<file path="src/hw/rtl/tsrc_pkg.sv">
package tsrc_pkg;

    localparam int SHADE_BITS     = 4;
    localparam int CODE_BITS      = 3;
    localparam int MODE_BITS      = 2;
    localparam int DUR_BITS       = 24;
    localparam int CFG_BITS       = 24;
    localparam int CFG_INDEX_BITS = 2;
    localparam int WORD_OUT_BITS  = 24;
    localparam int BUSY_OUT_BITS  = 8;
    localparam int MASK_BITS      = 3;

    localparam logic [CFG_BITS-1:0] MAX_ON_RESET = 24'd60000;
    localparam logic [CFG_BITS-1:0] PULSE_RESET  = 24'd1000;

    typedef enum logic [CODE_BITS-1:0] {
        CMD_UP             = 3'd0,
        CMD_STOP           = 3'd1,
        CMD_DOWN           = 3'd2,
        CMD_SET_UP_LIMIT   = 3'd3,
        CMD_SET_DOWN_LIMIT = 3'd4,
        CMD_RESET_MEMORY   = 3'd5
    } t_command;

    typedef enum logic [MODE_BITS-1:0] {
        MODE_ON       = 2'd0,
        MODE_OFF      = 2'd1,
        MODE_PULSE    = 2'd2,
        MODE_EXPLICIT = 2'd3
    } t_mode;

    typedef enum logic [CFG_INDEX_BITS-1:0] {
        CFG_MAX_ON = 2'd0,
        CFG_PULSE  = 2'd1
    } t_cfg_index;

    typedef struct packed {
        logic                  action;
        logic [SHADE_BITS-1:0] shade_index;
        logic [CODE_BITS-1:0]  command_code;
        logic [MODE_BITS-1:0]  duration_mode;
        logic [DUR_BITS-1:0]   duration_ms;
    } t_cmd;

    typedef struct packed {
        logic [CFG_BITS-1:0] max_on_ms;
        logic [CFG_BITS-1:0] pulse_ms;
    } t_cfg;

    // Relay bits selected by a command: bit 0 up, bit 1 stop, bit 2 down.
    function automatic logic [MASK_BITS-1:0] cmd_mask(input logic [CODE_BITS-1:0] code);
        logic [MASK_BITS-1:0] m;
        case (code)
            CMD_UP:             m = 3'b001;
            CMD_STOP:           m = 3'b010;
            CMD_DOWN:           m = 3'b100;
            CMD_SET_UP_LIMIT:   m = 3'b110;
            CMD_SET_DOWN_LIMIT: m = 3'b011;
            CMD_RESET_MEMORY:   m = 3'b111;
            default:            m = 3'b000;
        endcase
        return m;
    endfunction

    function automatic logic cmd_active(input logic [CODE_BITS-1:0] code);
        logic a;
        case (code)
            CMD_UP, CMD_STOP, CMD_DOWN, CMD_SET_UP_LIMIT,
            CMD_SET_DOWN_LIMIT, CMD_RESET_MEMORY: a = 1'b1;
            default:                              a = 1'b0;
        endcase
        return a;
    endfunction

endpackage

</file>
<file path="src/hw/rtl/tsrc_if.sv">
interface tsrc_cmd_if
    import tsrc_pkg::*;
();
    logic                  valid;
    logic                  ready;
    logic                  action;
    logic [SHADE_BITS-1:0] shade_index;
    logic [CODE_BITS-1:0]  command_code;
    logic [MODE_BITS-1:0]  duration_mode;
    logic [DUR_BITS-1:0]   duration_ms;

    modport source (
        output valid, action, shade_index, command_code, duration_mode, duration_ms,
        input  ready
    );
    modport sink (
        input  valid, action, shade_index, command_code, duration_mode, duration_ms,
        output ready
    );
endinterface

interface tsrc_res_if
    import tsrc_pkg::*;
();
    logic                     valid;
    logic                     ready;
    logic [WORD_OUT_BITS-1:0] control_word;
    logic                     changed;
    logic [BUSY_OUT_BITS-1:0] busy_mask;

    modport source (
        output valid, control_word, changed, busy_mask,
        input  ready
    );
    modport sink (
        input  valid, control_word, changed, busy_mask,
        output ready
    );
endinterface

</file>
<file path="src/hw/rtl/timed_shade_relay_controller.sv">
// Channel  Direction  Fields
// i_cmd    in         action, shade_index, command_code, duration_mode, duration_ms
// o_res    out        control_word, changed, busy_mask
// cfg      in         i_cfg_we, i_cfg_index, i_cfg_data (0 max_on_ms, 1 pulse_ms)
//
// An accepted transaction is held in the input register, applied to the relay word
// and timers by the single combinational update stage, and its result is captured
// in the output register. One transaction is taken per cycle while the output is not
// stalled. Reset clears relays, timers, valid flags and loads default durations.
// A stalled output holds its result and the input register holds the next transaction.
module timed_shade_relay_controller
    import tsrc_pkg::*;
#(
    parameter int NUM_SHADES = 8,
    parameter int BITS_EACH  = 3,
    parameter int TIMER_BITS = 24
) (
    input  logic                      i_clk,
    input  logic                      i_rst_n,
    input  logic                      i_cfg_we,
    input  logic [CFG_INDEX_BITS-1:0] i_cfg_index,
    input  logic [CFG_BITS-1:0]       i_cfg_data,
    tsrc_cmd_if.sink                  i_cmd,
    tsrc_res_if.source                o_res
);

    localparam int WORD_W = NUM_SHADES * BITS_EACH;
    localparam int OUT_W  = (WORD_W < WORD_OUT_BITS) ? WORD_W : WORD_OUT_BITS;
    localparam int BUSY_N = (NUM_SHADES < BUSY_OUT_BITS) ? NUM_SHADES : BUSY_OUT_BITS;

    t_cfg                                  r_cfg;
    logic                                  r_in_valid;
    t_cmd                                  r_in;
    logic [NUM_SHADES-1:0][BITS_EACH-1:0]  r_relay;
    logic [NUM_SHADES-1:0][TIMER_BITS-1:0] r_rem;
    logic                                  r_out_valid;
    logic [WORD_OUT_BITS-1:0]              r_out_word;
    logic                                  r_out_changed;
    logic [BUSY_OUT_BITS-1:0]              r_out_busy;

    logic [NUM_SHADES-1:0][BITS_EACH-1:0]  n_relay;
    logic [NUM_SHADES-1:0][TIMER_BITS-1:0] n_rem;
    logic                                  n_changed;
    logic [WORD_W-1:0]                     n_relay_flat;
    logic [NUM_SHADES-1:0]                 n_busy;
    t_cmd                                  in_cmd;
    logic                                  advance;
    logic                                  in_take;

    assign advance = r_in_valid && (!r_out_valid || o_res.ready);
    assign in_take = i_cmd.valid && i_cmd.ready;
    assign i_cmd.ready = !r_in_valid || advance;

    assign in_cmd.action        = i_cmd.action;
    assign in_cmd.shade_index   = i_cmd.shade_index;
    assign in_cmd.command_code  = i_cmd.command_code;
    assign in_cmd.duration_mode = i_cmd.duration_mode;
    assign in_cmd.duration_ms   = i_cmd.duration_ms;

    tsrc_step #(
        .NUM_SHADES (NUM_SHADES),
        .BITS_EACH  (BITS_EACH),
        .TIMER_BITS (TIMER_BITS)
    ) u_step (
        .i_cmd     (r_in),
        .i_cfg     (r_cfg),
        .i_relay   (r_relay),
        .i_rem     (r_rem),
        .o_relay   (n_relay),
        .o_rem     (n_rem),
        .o_changed (n_changed)
    );

    assign n_relay_flat = n_relay;

    always_comb begin
        for (int i = 0; i < NUM_SHADES; i++) begin
            n_busy[i] = (n_rem[i] != '0);
        end
    end

    always_ff @(posedge i_clk) begin
        if (!i_rst_n) begin
            r_cfg.max_on_ms <= MAX_ON_RESET;
            r_cfg.pulse_ms  <= PULSE_RESET;
            r_in_valid      <= 1'b0;
            r_out_valid     <= 1'b0;
            r_relay         <= '0;
            r_rem           <= '0;
        end else begin
            if (i_cfg_we) begin
                case (i_cfg_index)
                    CFG_MAX_ON: r_cfg.max_on_ms <= i_cfg_data;
                    CFG_PULSE:  r_cfg.pulse_ms  <= i_cfg_data;
                    default:    ;
                endcase
            end
            if (in_take) begin
                r_in_valid <= 1'b1;
            end else if (advance) begin
                r_in_valid <= 1'b0;
            end
            if (advance) begin
                r_out_valid <= 1'b1;
                r_relay     <= n_relay;
                r_rem       <= n_rem;
            end else if (o_res.ready) begin
                r_out_valid <= 1'b0;
            end
        end
    end

    always_ff @(posedge i_clk) begin
        if (in_take) begin
            r_in <= in_cmd;
        end
        if (advance) begin
            r_out_word    <= WORD_OUT_BITS'(n_relay_flat[OUT_W-1:0]);
            r_out_changed <= n_changed;
            r_out_busy    <= BUSY_OUT_BITS'(n_busy[BUSY_N-1:0]);
        end
    end

    assign o_res.valid        = r_out_valid;
    assign o_res.control_word = r_out_word;
    assign o_res.changed      = r_out_changed;
    assign o_res.busy_mask    = r_out_busy;

    a_advance_fills_output : assert property (
        @(posedge i_clk) disable iff (!i_rst_n)
        advance |=> r_out_valid
    ) else $error("Processed transaction did not reach the output register.");

    a_held_input_stable : assert property (
        @(posedge i_clk) disable iff (!i_rst_n)
        r_in_valid && !advance |=> r_in_valid && $stable(r_in)
    ) else $error("Waiting input transaction was lost or altered.");

    a_idle_tick_unchanged : assert property (
        @(posedge i_clk) disable iff (!i_rst_n)
        advance && r_in.action && (r_rem == '0) |=> !o_res.changed
    ) else $error("Tick with no running timer reported a change.");

endmodule

</file>
<file path="src/hw/rtl/tsrc_step.sv">
module tsrc_step
    import tsrc_pkg::*;
#(
    parameter int NUM_SHADES = 8,
    parameter int BITS_EACH  = 3,
    parameter int TIMER_BITS = 24
) (
    input  t_cmd                                        i_cmd,
    input  t_cfg                                        i_cfg,
    input  logic [NUM_SHADES-1:0][BITS_EACH-1:0]        i_relay,
    input  logic [NUM_SHADES-1:0][TIMER_BITS-1:0]       i_rem,
    output logic [NUM_SHADES-1:0][BITS_EACH-1:0]        o_relay,
    output logic [NUM_SHADES-1:0][TIMER_BITS-1:0]       o_rem,
    output logic                                        o_changed
);

    logic [DUR_BITS-1:0]   dur;
    logic [TIMER_BITS-1:0] dur_sat;
    logic                  relay_on;
    logic [BITS_EACH-1:0]  set_bits;
    logic                  cmd_ok;

    always_comb begin
        relay_on = 1'b1;
        case (i_cmd.duration_mode)
            MODE_ON:    dur = i_cfg.max_on_ms;
            MODE_OFF: begin
                dur      = '0;
                relay_on = 1'b0;
            end
            MODE_PULSE: dur = i_cfg.pulse_ms;
            default:    dur = i_cmd.duration_ms;
        endcase
    end

    generate
        if (TIMER_BITS >= DUR_BITS) begin : g_wide_timer
            assign dur_sat = TIMER_BITS'(dur);
        end else begin : g_narrow_timer
            assign dur_sat = (|dur[DUR_BITS-1:TIMER_BITS]) ? '1 : dur[TIMER_BITS-1:0];
        end
    endgenerate

    assign set_bits = relay_on ? BITS_EACH'(cmd_mask(i_cmd.command_code)) : '0;
    assign cmd_ok   = !i_cmd.action && cmd_active(i_cmd.command_code);

    always_comb begin
        o_relay = i_relay;
        o_rem   = i_rem;
        for (int i = 0; i < NUM_SHADES; i++) begin
            if (i_cmd.action) begin
                if (i_rem[i] != '0) begin
                    o_rem[i] = i_rem[i] - TIMER_BITS'(1);
                    if (i_rem[i] == TIMER_BITS'(1)) begin
                        o_relay[i] = '0;
                    end
                end
            end else if (cmd_ok && (i_cmd.shade_index == SHADE_BITS'(i))) begin
                o_relay[i] = set_bits;
                o_rem[i]   = dur_sat;
            end
        end
    end

    assign o_changed = (o_relay != i_relay) || (o_rem != i_rem);

endmodule
</file>
<file path="src/flat_wrapper.sv">
// flat-port wrapper written by rule: the top's interface ports become plain ports
module timed_shade_relay_controller_flat import tsrc_pkg::*;
#(
    parameter int NUM_SHADES = 8,
    parameter int BITS_EACH  = 3,
    parameter int TIMER_BITS = 24
)
  (i_clk, i_rst_n, i_cfg_we, i_cfg_index, i_cfg_data, i_cmd_valid, i_cmd_action, i_cmd_shade_index, i_cmd_command_code, i_cmd_duration_mode, i_cmd_duration_ms, i_cmd_ready, o_res_valid, o_res_control_word, o_res_changed, o_res_busy_mask, o_res_ready);
  tsrc_cmd_if i_cmd_i ();
  tsrc_res_if o_res_i ();
  input  logic i_clk;
  input  logic i_rst_n;
  input  logic i_cfg_we;
  input  logic [CFG_INDEX_BITS-1:0] i_cfg_index;
  input  logic [CFG_BITS-1:0] i_cfg_data;
  input wire logic [$bits(i_cmd_i.valid)-1:0] i_cmd_valid;
  input wire logic [$bits(i_cmd_i.action)-1:0] i_cmd_action;
  input wire logic [$bits(i_cmd_i.shade_index)-1:0] i_cmd_shade_index;
  input wire logic [$bits(i_cmd_i.command_code)-1:0] i_cmd_command_code;
  input wire logic [$bits(i_cmd_i.duration_mode)-1:0] i_cmd_duration_mode;
  input wire logic [$bits(i_cmd_i.duration_ms)-1:0] i_cmd_duration_ms;
  output wire logic [$bits(i_cmd_i.ready)-1:0] i_cmd_ready;
  output wire logic [$bits(o_res_i.valid)-1:0] o_res_valid;
  output wire logic [$bits(o_res_i.control_word)-1:0] o_res_control_word;
  output wire logic [$bits(o_res_i.changed)-1:0] o_res_changed;
  output wire logic [$bits(o_res_i.busy_mask)-1:0] o_res_busy_mask;
  input wire logic [$bits(o_res_i.ready)-1:0] o_res_ready;
  assign i_cmd_i.valid = i_cmd_valid;
  assign i_cmd_i.action = i_cmd_action;
  assign i_cmd_i.shade_index = i_cmd_shade_index;
  assign i_cmd_i.command_code = i_cmd_command_code;
  assign i_cmd_i.duration_mode = i_cmd_duration_mode;
  assign i_cmd_i.duration_ms = i_cmd_duration_ms;
  assign i_cmd_ready = i_cmd_i.ready;
  assign o_res_valid = o_res_i.valid;
  assign o_res_control_word = o_res_i.control_word;
  assign o_res_changed = o_res_i.changed;
  assign o_res_busy_mask = o_res_i.busy_mask;
  assign o_res_i.ready = o_res_ready;
  timed_shade_relay_controller #(.NUM_SHADES(NUM_SHADES), .BITS_EACH(BITS_EACH), .TIMER_BITS(TIMER_BITS)) u_core (.i_clk(i_clk), .i_rst_n(i_rst_n), .i_cfg_we(i_cfg_we), .i_cfg_index(i_cfg_index), .i_cfg_data(i_cfg_data), .i_cmd(i_cmd_i), .o_res(o_res_i));
endmodule
</file>
<file path="config.mk">
export PLATFORM = sky130hd
export DESIGN_NAME = timed_shade_relay_controller_flat
export DESIGN_NICKNAME = d
export VERILOG_FILES = /design/src/hw/rtl/tsrc_pkg.sv /design/src/hw/rtl/tsrc_if.sv /design/src/hw/rtl/timed_shade_relay_controller.sv /design/src/hw/rtl/tsrc_step.sv /design/src/flat_wrapper.sv
export SDC_FILE = /design/constraint.sdc
export NUM_CORES = 1
export LEC_CHECK = 0
export BUFFER_PORTS_ARGS = -buffer_cell sky130_fd_sc_hd__buf_4
export CAP_MARGIN = 20
export CORE_ASPECT_RATIO = 1.1
export CORE_UTILIZATION = 40
export DETAILED_ROUTE_END_ITERATION = 8
export SETUP_SLACK_MARGIN = 0.15
export SYNTH_ARGS = -nofsm -noshare
export SYNTH_HDL_FRONTEND = slang
export SYNTH_SLANG_ARGS = --single-unit
export TNS_END_PERCENT = 20
</file>
<file path="constraint.sdc">
create_clock -name i_clk -period 3.7 [get_ports i_clk]
set_clock_uncertainty 0.1 [all_clocks]
set_input_delay 0.37 -clock i_clk [delete_from_list [all_inputs] [get_ports i_clk]]
set_output_delay 0.37 -clock i_clk [all_outputs]
set_load 0.005 [all_outputs]
</file>
Yosys cells after proc, flatten, opt, wreduce, memory -nomap -nowiden --
Cells that the tools add are included.
Operators by class: add/sub/neg operators 8, equal/unequal tests 25, mux-type cells 64, reduce and logical (&&, ||, !) cells 42
Operators by type and width (number):
- 24-bit 2-to-1 mux | 24
- 24-bit nonzero test | 16
- 24-bit by 1-bit equality test with 1-bit output, second input constant | 8
- 192-bit != test | 1
- 24-bit by 1-bit subtractor with 24-bit output, second input constant | 8
- 3-bit 2-to-1 mux | 33
- 24-bit case mux with 3 select lines | 1
- 24-bit != test | 1
- 3-bit case mux with 6 select lines | 1
- 4-bit by 3-bit equality test with 1-bit output, second input constant | 4
- 1-bit logical AND | 11
- 4-bit by 2-bit equality test with 1-bit output, second input constant | 2
- 3-bit by 2-bit equality test with 1-bit output, second input constant | 2
- 3-bit equality test, second input constant | 2
- 6-bit OR reduction | 1
- 1-bit 2-to-1 mux | 5
- 2-bit by 1-bit equality test with 1-bit output, second input constant | 2
- 4-bit by 1-bit equality test with 1-bit output, second input constant | 1
- 2-bit logical NOT | 2
- 4-bit logical NOT | 1
- 2-bit AND reduction | 2
- 2-bit nonzero test | 2
- 3-bit by 1-bit equality test with 1-bit output, second input constant | 1
- 1-bit logical NOT | 3
- 3 further kinds | 5
Word-level totals: register bits after elaboration 333, bits of input ports 65, output and inout bits 35, logic and storage cells 167

Depth between registers and ports, before layout --
Gate-level depths: netlist (run 1).
depth in word-level cells 9, depth in mapped cells 14, gate-level depth less buffers 11

Modules after synthesis --
From an unflattened synthesis (run 1), not the netlist that was laid out.
Unflattened totals: cell total of the unflattened synthesis 3665, area total of the unflattened synthesis 25579.5 um^2
By module, submodules not included:
- tsrc_step | instances 1, cells an instance 2328, area each 13267.7 um^2, seq. area each 0.0 um^2
- timed_shade_relay_controller | instances 1, cells an instance 1337, area each 12311.8 um^2, seq. area each 7337.0 um^2

Worst setup path before layout (run 1) --
No wires, ideal clock.
kind reg2reg, from register u_core.r_rem[24] (netlist name), to register u_core.r_out_changed, in the netlist u_core.o_res.changed, data pin, setup time 273 ps, arrival 3158 ps, data required time 3327 ps, path slack 169 ps, cell stages (with the launch flop) 14, path buffers 2, clock period less this slack 3531 ps, path through dfxtp_1 clkbuf_1 inv_1 ha_1 or4b_1 or4_1 buf_2 nor2_8 nor4_1 o41ai_2 o211ai_1 or4b_1 nor4_1 nand4_1
Between the ends: longest elaborated chain between the ends 6, elaborated cells between the ends (all ways) 12, those cells by class add/sub: 1; eq/ne: 3; mux: 6; reduce/logical: 2
Ends and longest elaborated chain:
- start: declaration | RTL line timed_shade_relay_controller.sv:35 | logic [NUM_SHADES-1:0][TIMER_BITS-1:0] r_rem;
- start signal: assignment | RTL line timed_shade_relay_controller.sv:106 | r_rem <= n_rem;
- parallel branches: the longest is 5 deep, another holds 24-bit by 1-bit subtractor with 24-bit output
- 1-bit logical OR * | RTL line tsrc_step.sv:65 | assign o_changed = (o_relay != i_relay) || (o_rem != i_rem);
- named net u_core.n_changed | RTL line timed_shade_relay_controller.sv:43 | logic n_changed;
- end signal: assignment | RTL line timed_shade_relay_controller.sv:119 | r_out_changed <= n_changed;
- end: declaration | RTL line timed_shade_relay_controller.sv:38 | logic r_out_changed;
Mark *: on every way through the listed nets, which the timed path passes. A chain may end at the register's enable or synchronous reset.

Worst setup path in the final report (run 1) --
from register u_core.r_in[24] (netlist name), to register u_core.r_out_changed, in the netlist u_core.o_res.changed, data pin
Between the ends: longest elaborated chain between the ends 6, elaborated cells between the ends (all ways) 40, those cells by class eq/ne: 4; mux: 34; reduce/logical: 2
Ends and longest elaborated chain:
- start: declaration | RTL line timed_shade_relay_controller.sv:33 | t_cmd r_in;
- start signal: assignment | RTL line timed_shade_relay_controller.sv:115 | r_in <= in_cmd;
- 2-bit equality test, or another cell as far along | RTL line tsrc_step.sv:25 | case (i_cmd.duration_mode)
- 24-bit case mux with 3 select lines or 3-bit 2-to-1 mux (tied branches) | RTL line tsrc_step.sv:25, tsrc_step.sv:44
- 24-bit 2-to-1 mux or 3-bit 2-to-1 mux (tied branches) | RTL line tsrc_step.sv:58 | end else if (cmd_ok && (i_cmd.shade_index == SHADE_BITS'(i))) begin
- 24-bit 2-to-1 mux or 3-bit 2-to-1 mux (tied branches) | RTL line tsrc_step.sv:51 | if (i_cmd.action) begin
- 192-bit != test or 24-bit != test (tied branches) | RTL line tsrc_step.sv:65
- 1-bit logical OR * | RTL line tsrc_step.sv:65
- named net u_core.n_changed | RTL line timed_shade_relay_controller.sv:43
The timed path passes the listed nets; every way through them passes the cells marked *.

==> results of run 1 <==
registers in the layout, summed over array words and instances (netlist names):
signal                     flops
u_core.o_res.busy_mask         8
u_core.o_res.changed           1
u_core.o_res.control_word     24
u_core.o_res.valid             1
u_core.r_cfg                  48
u_core.r_in                   34
u_core.r_in_valid              1
u_core.r_relay                24
u_core.r_rem                 192
cells by family after synthesis:
family,Yosys count,share of synthesized area (%)
compound gates,1129,29.4
xor+xnor,107,3.70
fa+ha+maj,24,1.18
buf+inv,406,6.22
flops,333,28.9
mux,48,1.94
simple gates,1484,28.6
cells in the mapped netlist (18+ instances only):
cell,n
a31oi_1,54
nor3_1,117
o21ai_0,238
ha_1,24
o22ai_1,48
edfxtp_1,67
o221ai_1,31
nand4_1,90
a211oi_1,80
nand2_1,424
a221oi_1,28
o31ai_1,18
o211ai_1,21
clkbuf_1,293
a2bb2oi_1,24
a22oi_1,41
a21o_1,20
nor4_1,76
xnor2_1,92
and3_1,26
nand3_1,112
mux2i_1,39
a21oi_1,303
or3_1,42
or4_1,29
inv_1,55
a32oi_1,20
and2_1,37
dfxtp_1,266
o32ai_1,19
nor2_1,390
buf_1,36
worst paths after layout:
kind	from	end	slack, ns	cells past startpoint
hold / removal	i_rst_n	u_core.r_cfg[28]$_SDFFE_PN0P_	0.17	3
hold reg to reg	u_core.r_cfg[21]$_SDFFE_PN0P_	u_core.r_cfg[21]$_SDFFE_PN0P_	0.35	2
setup / recovery	u_core.r_in[24]$_DFFE_PP_	u_core.o_res.changed$_DFFE_PP_	-0.06	13
setup reg to reg	u_core.r_in[24]$_DFFE_PP_	u_core.o_res.changed$_DFFE_PP_	-0.06	13
stage by stage:
stage               TNS [ns]  instances  util [%]  hold slack [ns]  setup slack (ns)
floorplan                  0       3531         -            0.334             0.169
global placement       -1.02       4896      51.8            0.341            -0.798
detailed placement    -0.576       4898      51.8            0.346            -0.479
CTS                        0       5064      56.1            0.194             0.111
global route          -0.101       5065      56.6            0.199           -0.0935
finish               -0.0607       5068      56.6            0.166           -0.0607
worst max-delay path, cell delays in order, from the launching register on:
cell and delay, ns:
edfxtp_1 0.49, buf_6 0.14, and2_4 0.23, buf_4 0.18, a2bb2oi_4 0.11, buf_4 0.18, buf_4 0.19, nand3_1 0.31
o211ai_1 0.22, or4_4 0.50, or3_1 0.39, nor4_1 0.23, buf_4 0.16, nand4_1 0.07
power by group through the flow:
| stage | clock network [W] | logic [W] | registers (W) |
|---|---|---|---|
| 2_1_floorplan | 0 | 0.00311 | 0.00410 |
| 3_3_place_gp | 0 | 0.00663 | 0.00410 |
| 3_5_place_dp | 0 | 0.00660 | 0.00410 |
| 4_1_cts | 0.00423 | 0.00685 | 0.00403 |
| 5_1_grt | 0.00436 | 0.00749 | 0.00406 |
| 6_report | 0.00420 | 0.00732 | 0.00405 |
layout make-up:
| class | count | area, µm² | share of cell area (%) |
|---|---|---|---|
| Multi-Input combinational cell | 2792 | 17200 | 48.6 |
| Timing Repair Buffer | 979 | 8160 | 23.1 |
| Sequential cell | 333 | 7340 | 20.8 |
| Clock buffer | 54 | 1150 | 3.24 |
| Tap cell | 833 | 1040 | 2.95 |
| Clock inverter | 18 | 226 | 0.641 |
| Inverter | 56 | 223 | 0.630 |
| Antenna cell | 3 | 7.51 | 0.0212 |
layer usage:
layer | share of wire [%] | GRT usage (%)
met5 | 0.062 | 0
met4 | 8.3 | 33.6
met3 | 13 | 12.8
met2 | 41 | 72.1
met1 | 38 | 62.3
repair_timing:
action | CTS | global route
setup endpoints to repair | 8 | 9
endpoints found under the hold margin | 84 | 0
gates cloned | 0 | 0
gates resized for setup | 88 | 66
hold buffers | 60 | 0
buffers inserted | 34 | 1
pin swaps | 12 | 7
==> out/qor.yml, run 1 <==
run_status:
  status: "finished with violations"
  failed_checks: "negative setup slack"
synth:
  ys_seq_area_share_pct: 28.9
  synth_ff_type: "dfxtp_1"
  ys_warn_count: 0
  synth_area_leader_cell: "dfxtp_1"
  synthCells: 3531
  yosys.cell_types.count: 93
  synthTopCellsByArea: "dfxtp_1, edfxtp_1, nand2_1"
  ys_seq_elements: 333
  synth_edf_count: 67
  avgSynthCellArea_um2: 7.18
  yosysTopAreaCellShare_pct: 21.0
  synth-async-reset-ratio_pct: 0
  mappedNetlistNets: 3620
  synth_area_um2: 25300
worst_setup_path:
  path_class: "flop to flop"
  crit_arrival_ns: 4.02
  worst_setup_path_start_kind: "flop"
  worstPathMaxFanout: 12
  critPathRequiredTime_ns: 3.96
  critical_path.endpoint_type: "flop"
cells_and_area:
  area_growth_pct: 39.4
  postLayoutCellArea_um2: 35300
  final_common_cell: "buf_4"
  nets: 4291
  drive_gt1_share_pct: 27.6
  n_fill_cell: 5931
  mostFrequentLayoutCells: "buf_4, nand2_1, nor2_1, a21oi_1, dfxtp_1"
detailed_routing:
  num_vias: 34000
  drc_errors: 0
  vias_per_cell: 6.70
  firstDrtPassIters: 7
  dr.first_iter.drc_count: 5146
  wl_per_cell_um: 32.1
  antenna_left: 0
  drt-total-wl_um: 163000
pwr:
  vdd_ir_drop_max_mv: 0.364
  p_clk_share_pct: 27.0
  pwr-share-seq_pct: 26.0
  total_power_w: 0.0156
  p_int_w: 0.00914
  p_comb_share_pct: 47.0
  p_sw_share_pct: 41.3
  switching_power_w: 0.00643
  power_leakage_nw: 13.9
  power.density_nw_per_um2: 440
cts:
  cts_tree: "yes"
  clk_pin_slew_worst_paths_ns: 0.07
  cts_root_buf: "clkbuf_16"
  cts_buffers: 40
  h-tree-depth: 2
  clock_sinks: 333
  clk_path_buf_depth: 3
  clk_latency_ns: 0.61
floorplanning:
  rows: 96
  dieArea_um2: 64400
  initial_utilization_pct: 40.6
  ios: 100
  core_um2: 62500
  die_width_um: 242
  dieHeight_um: 266
grt:
  first_global_vias: 30900
  antenna_found_initial: 11
  grt_pass1_wl_um: 228000
  grt_overflow_total: 0
  grt.total_usage_pct: 48.9
  grt_max_degree: 127
sta:
  finalSetupViolations: 1
  max-slew-margin-rel_pct: 18.8
  fin_crit_sh_pct: 102
  hold_violations: 0
  min_period_ns: 3.76
  slew_violations: 0
  timing.final.ws_setup_ns: -0.0607
  fmax_mhz: 266
  worst_pin_slew_ns: 1.22
  rsz0062_at_grt: "yes"
place:
  hpwl_um: 125000
  portBuffers: 99
  placed_area_um2: 32400
  gp_congestion: 1.15
min_path:
  hold_path.class: "input port to flop"
run:
  cap_violations: 0
Note: power is estimated with default switching activity, not from simulation.
==> inputs of run 2 (changes only) <==
==> constraint.sdc (replaced) <==
create_clock -name i_clk -period 4.4 [get_ports i_clk]
set_clock_uncertainty 0.1 [all_clocks]
set_input_delay 0.44 -clock i_clk [delete_from_list [all_inputs] [get_ports i_clk]]
set_output_delay 0.44 -clock i_clk [all_outputs]
set_load 0.005 [all_outputs]
==> out/qor.yml, run 2 (same netlist as run 1, synthesis figures left out) <==
floorplanning:
  initial_utilization_pct: 40.6  # unchanged
  core_um2: 62500  # unchanged
  dieHeight_um: 266  # unchanged
  die_width_um: 242  # unchanged
  rows: 96  # unchanged
  ios: 100  # unchanged
  dieArea_um2: 64400  # unchanged
detailed_routing:
  firstDrtPassIters: 8  # +1
  drt-total-wl_um: 160000  # -1.8%
  drc_errors: 0  # unchanged
  num_vias: 31900  # -6.0%
  vias_per_cell: 6.93  # +3.4%
  wl_per_cell_um: 34.7  # +8.0%
  dr.first_iter.drc_count: 5090  # -1.1%
  antenna_left: 0  # unchanged
sta:
  finalSetupViolations: 0  # -1
  rsz0062_at_grt: "yes"
  fin_crit_sh_pct: 97.2  # -4.4 points
  min_period_ns: 4.28  # +0.516 ns
  max-slew-margin-rel_pct: 15.5  # -3.3 points
  worst_pin_slew_ns: 1.26  # +0.0411 ns
  slew_violations: 0  # unchanged
  timing.final.ws_setup_ns: 0.124  # +0.184 ns
  finalSetupTns_ns: 0  # +0.0607 ns
  hold_violations: 0  # unchanged
  fmax_mhz: 234  # -12%
  worst_hold_slack_ns: 0.0410  # -0.125 ns
grt:
  grt_overflow_total: 0  # unchanged
  grt_max_degree: 137  # +7.9%
  first_global_vias: 29300  # -5.3%
  grt.total_usage_pct: 48.0  # -0.92 points
  antenna_found_initial: 15  # +4
  grt_pass1_wl_um: 222000  # -2.6%
place:
  place_ws_ns: -0.104  # +0.375 ns
  hpwl_um: 121000  # -3.3%
  gp_congestion: 1.14  # -0.68%
  portBuffers: 99  # unchanged
cells_and_area:
  regArea_um2: 7340  # about the same
  drive_gt1_share_pct: 16.5  # -11 points
  biggestRegsByFlops: "u_core.r_rem x192, u_core.r_cfg x48, u_core.r_in x34"
  largest_reg_flops: 192  # unchanged
  largest_register: "u_core.r_rem"
  nets: 3824  # -11%
  multi_input_area_um2: 16600  # -3.2%
  mostFrequentLayoutCells: "buf_4, nand2_1, nor2_1, a21oi_1, dfxtp_1"
  final_common_cell: "buf_4"
  area_growth_pct: 22.0
  fin_util_pct: 49.5  # -7.1 points
  n_fill_cell: 6213  # +4.8%
cts:
  cts_tree: "yes"
  cts_root_buf: "clkbuf_16"
  h-tree-depth: 2  # unchanged
  clock_sinks: 333  # unchanged
  clk_path_buf_depth: 3  # unchanged
  clk_pin_slew_worst_paths_ns: 0.07  # about the same
  clk_latency_ns: 0.63  # +0.02 ns
  cts_buffers: 41  # +2.5%
worst_setup_path:
  worst_r2r_path_depth: 10  # -3
  worst_setup_path_start_kind: "flop"
  reg2reg_to: "u_core.o_res.busy_mask[6]$_DFFE_PP_"
  critPathRequiredTime_ns: 4.63  # +0.67 ns
  crit_arrival_ns: 4.50  # +0.48 ns
  critical_path.endpoint_type: "flop"
  r2r_start: "u_core.r_rem[145]$_SDFFE_PN0P_"
  path_class: "flop to flop"
  worstPathMaxFanout: 7  # -5
  reg2reg_slack_ns: 0.12  # +0.18 ns
pwr:
  power.density_nw_per_um2: 395  # -10%
  total_power_w: 0.0122  # -22%
  vdd_ir_drop_max_mv: 0.316  # -13%
  power_leakage_nw: 11.4  # -18%
min_path:
  min-delay-start: "o_res_ready"
  min_to: "u_core.o_res.valid$_SDFFE_PN0P_"
  hold_path.class: "input port to flop"
  worst_hold_path.num_cells: 4  # +1
run:
  cap_violations: 0  # unchanged
run_status:
  status: "finished, final reports clean"
## run 2: cell count changes in the layout (fill, tap and decap cells not counted), moves of 7 or more
cell,change
buf_12,-26
o21ai_0,+10
nor4_1,+10
buf_6,-13
mux2i_2,-8
buf_4,-425
a2111oi_0,+7
nor4_2,-7
mux2i_1,+10
## run 2: final cells by class
type	count	share of cell area (%)
multi-input combinational	2792	53.8
sequential	333	23.7
timing repair buffer	511	13.8
clock buffer	61	3.96
tap	833	3.37
inverter	56	0.720
clock inverter	15	0.591
antenna	5	0.0405
## run 2: through the flow
stage,instance area (µm²),std cells
after floorplan,25300,3531
after global placement,28800,4462
after detailed placement,28800,4462
after CTS,30800,4598
after global routing,30900,4601
final,30900,4606
## run 2: report_power, final
group          switching, W  total (W)  internal, W
combinational       0.00338    0.00504      0.00166
clock               0.00154    0.00365      0.00212
sequential         0.000231    0.00351      0.00328
## run 2: worst max path at each step
stage,from,endpoint,slack (ns),depth (start not counted)
3_3_place_gp,u_core.r_rem[177]$_SDFFE_PN0P_,u_core.o_res.changed$_DFFE_PP_,-0.19,10
3_5_place_dp,u_core.r_rem[177]$_SDFFE_PN0P_,u_core.o_res.changed$_DFFE_PP_,-0.10,10
4_1_cts,u_core.r_rem[145]$_SDFFE_PN0P_,u_core.o_res.busy_mask[6]$_DFFE_PP_,0.11,10
6_report,u_core.r_rem[145]$_SDFFE_PN0P_,u_core.o_res.busy_mask[6]$_DFFE_PP_,0.12,10
5_1_grt,u_core.r_rem[71]$_SDFFE_PN0P_,u_core.o_res.changed$_DFFE_PP_,0.11,11
2_1_floorplan,u_core.r_rem[24]$_SDFFE_PN0P_,u_core.o_res.changed$_DFFE_PP_,0.87,13
## run 2: routing by layer
layer,global-route usage (%),up-vias,share of wire (%)
li1,-,13600,-
met1,58.1,14900,37
met2,69.7,2624,40
met3,15.9,788,13
met4,37.9,18,9.6
met5,0,-,0.073
## run 2: worst max-delay path: stages, from the launching register on
cell and delay, ns:
dfxtp_1 0.39, inv_1 0.18, ha_1 0.27, or3b_2 0.56
nor4_1 0.55, o2111ai_2 0.51, o221ai_1 0.40, nand4_1 0.14
or4_1 0.51, nor4_1 0.29, nand4_1 0.11
## run 2: repair_timing
item,in CTS,in global routing
hold buffers,59,0
buffers inserted,1,0
resized for setup,3,11
pin swaps,1,0
hold endpoints to repair,79,0
setup endpoints to repair,2,3
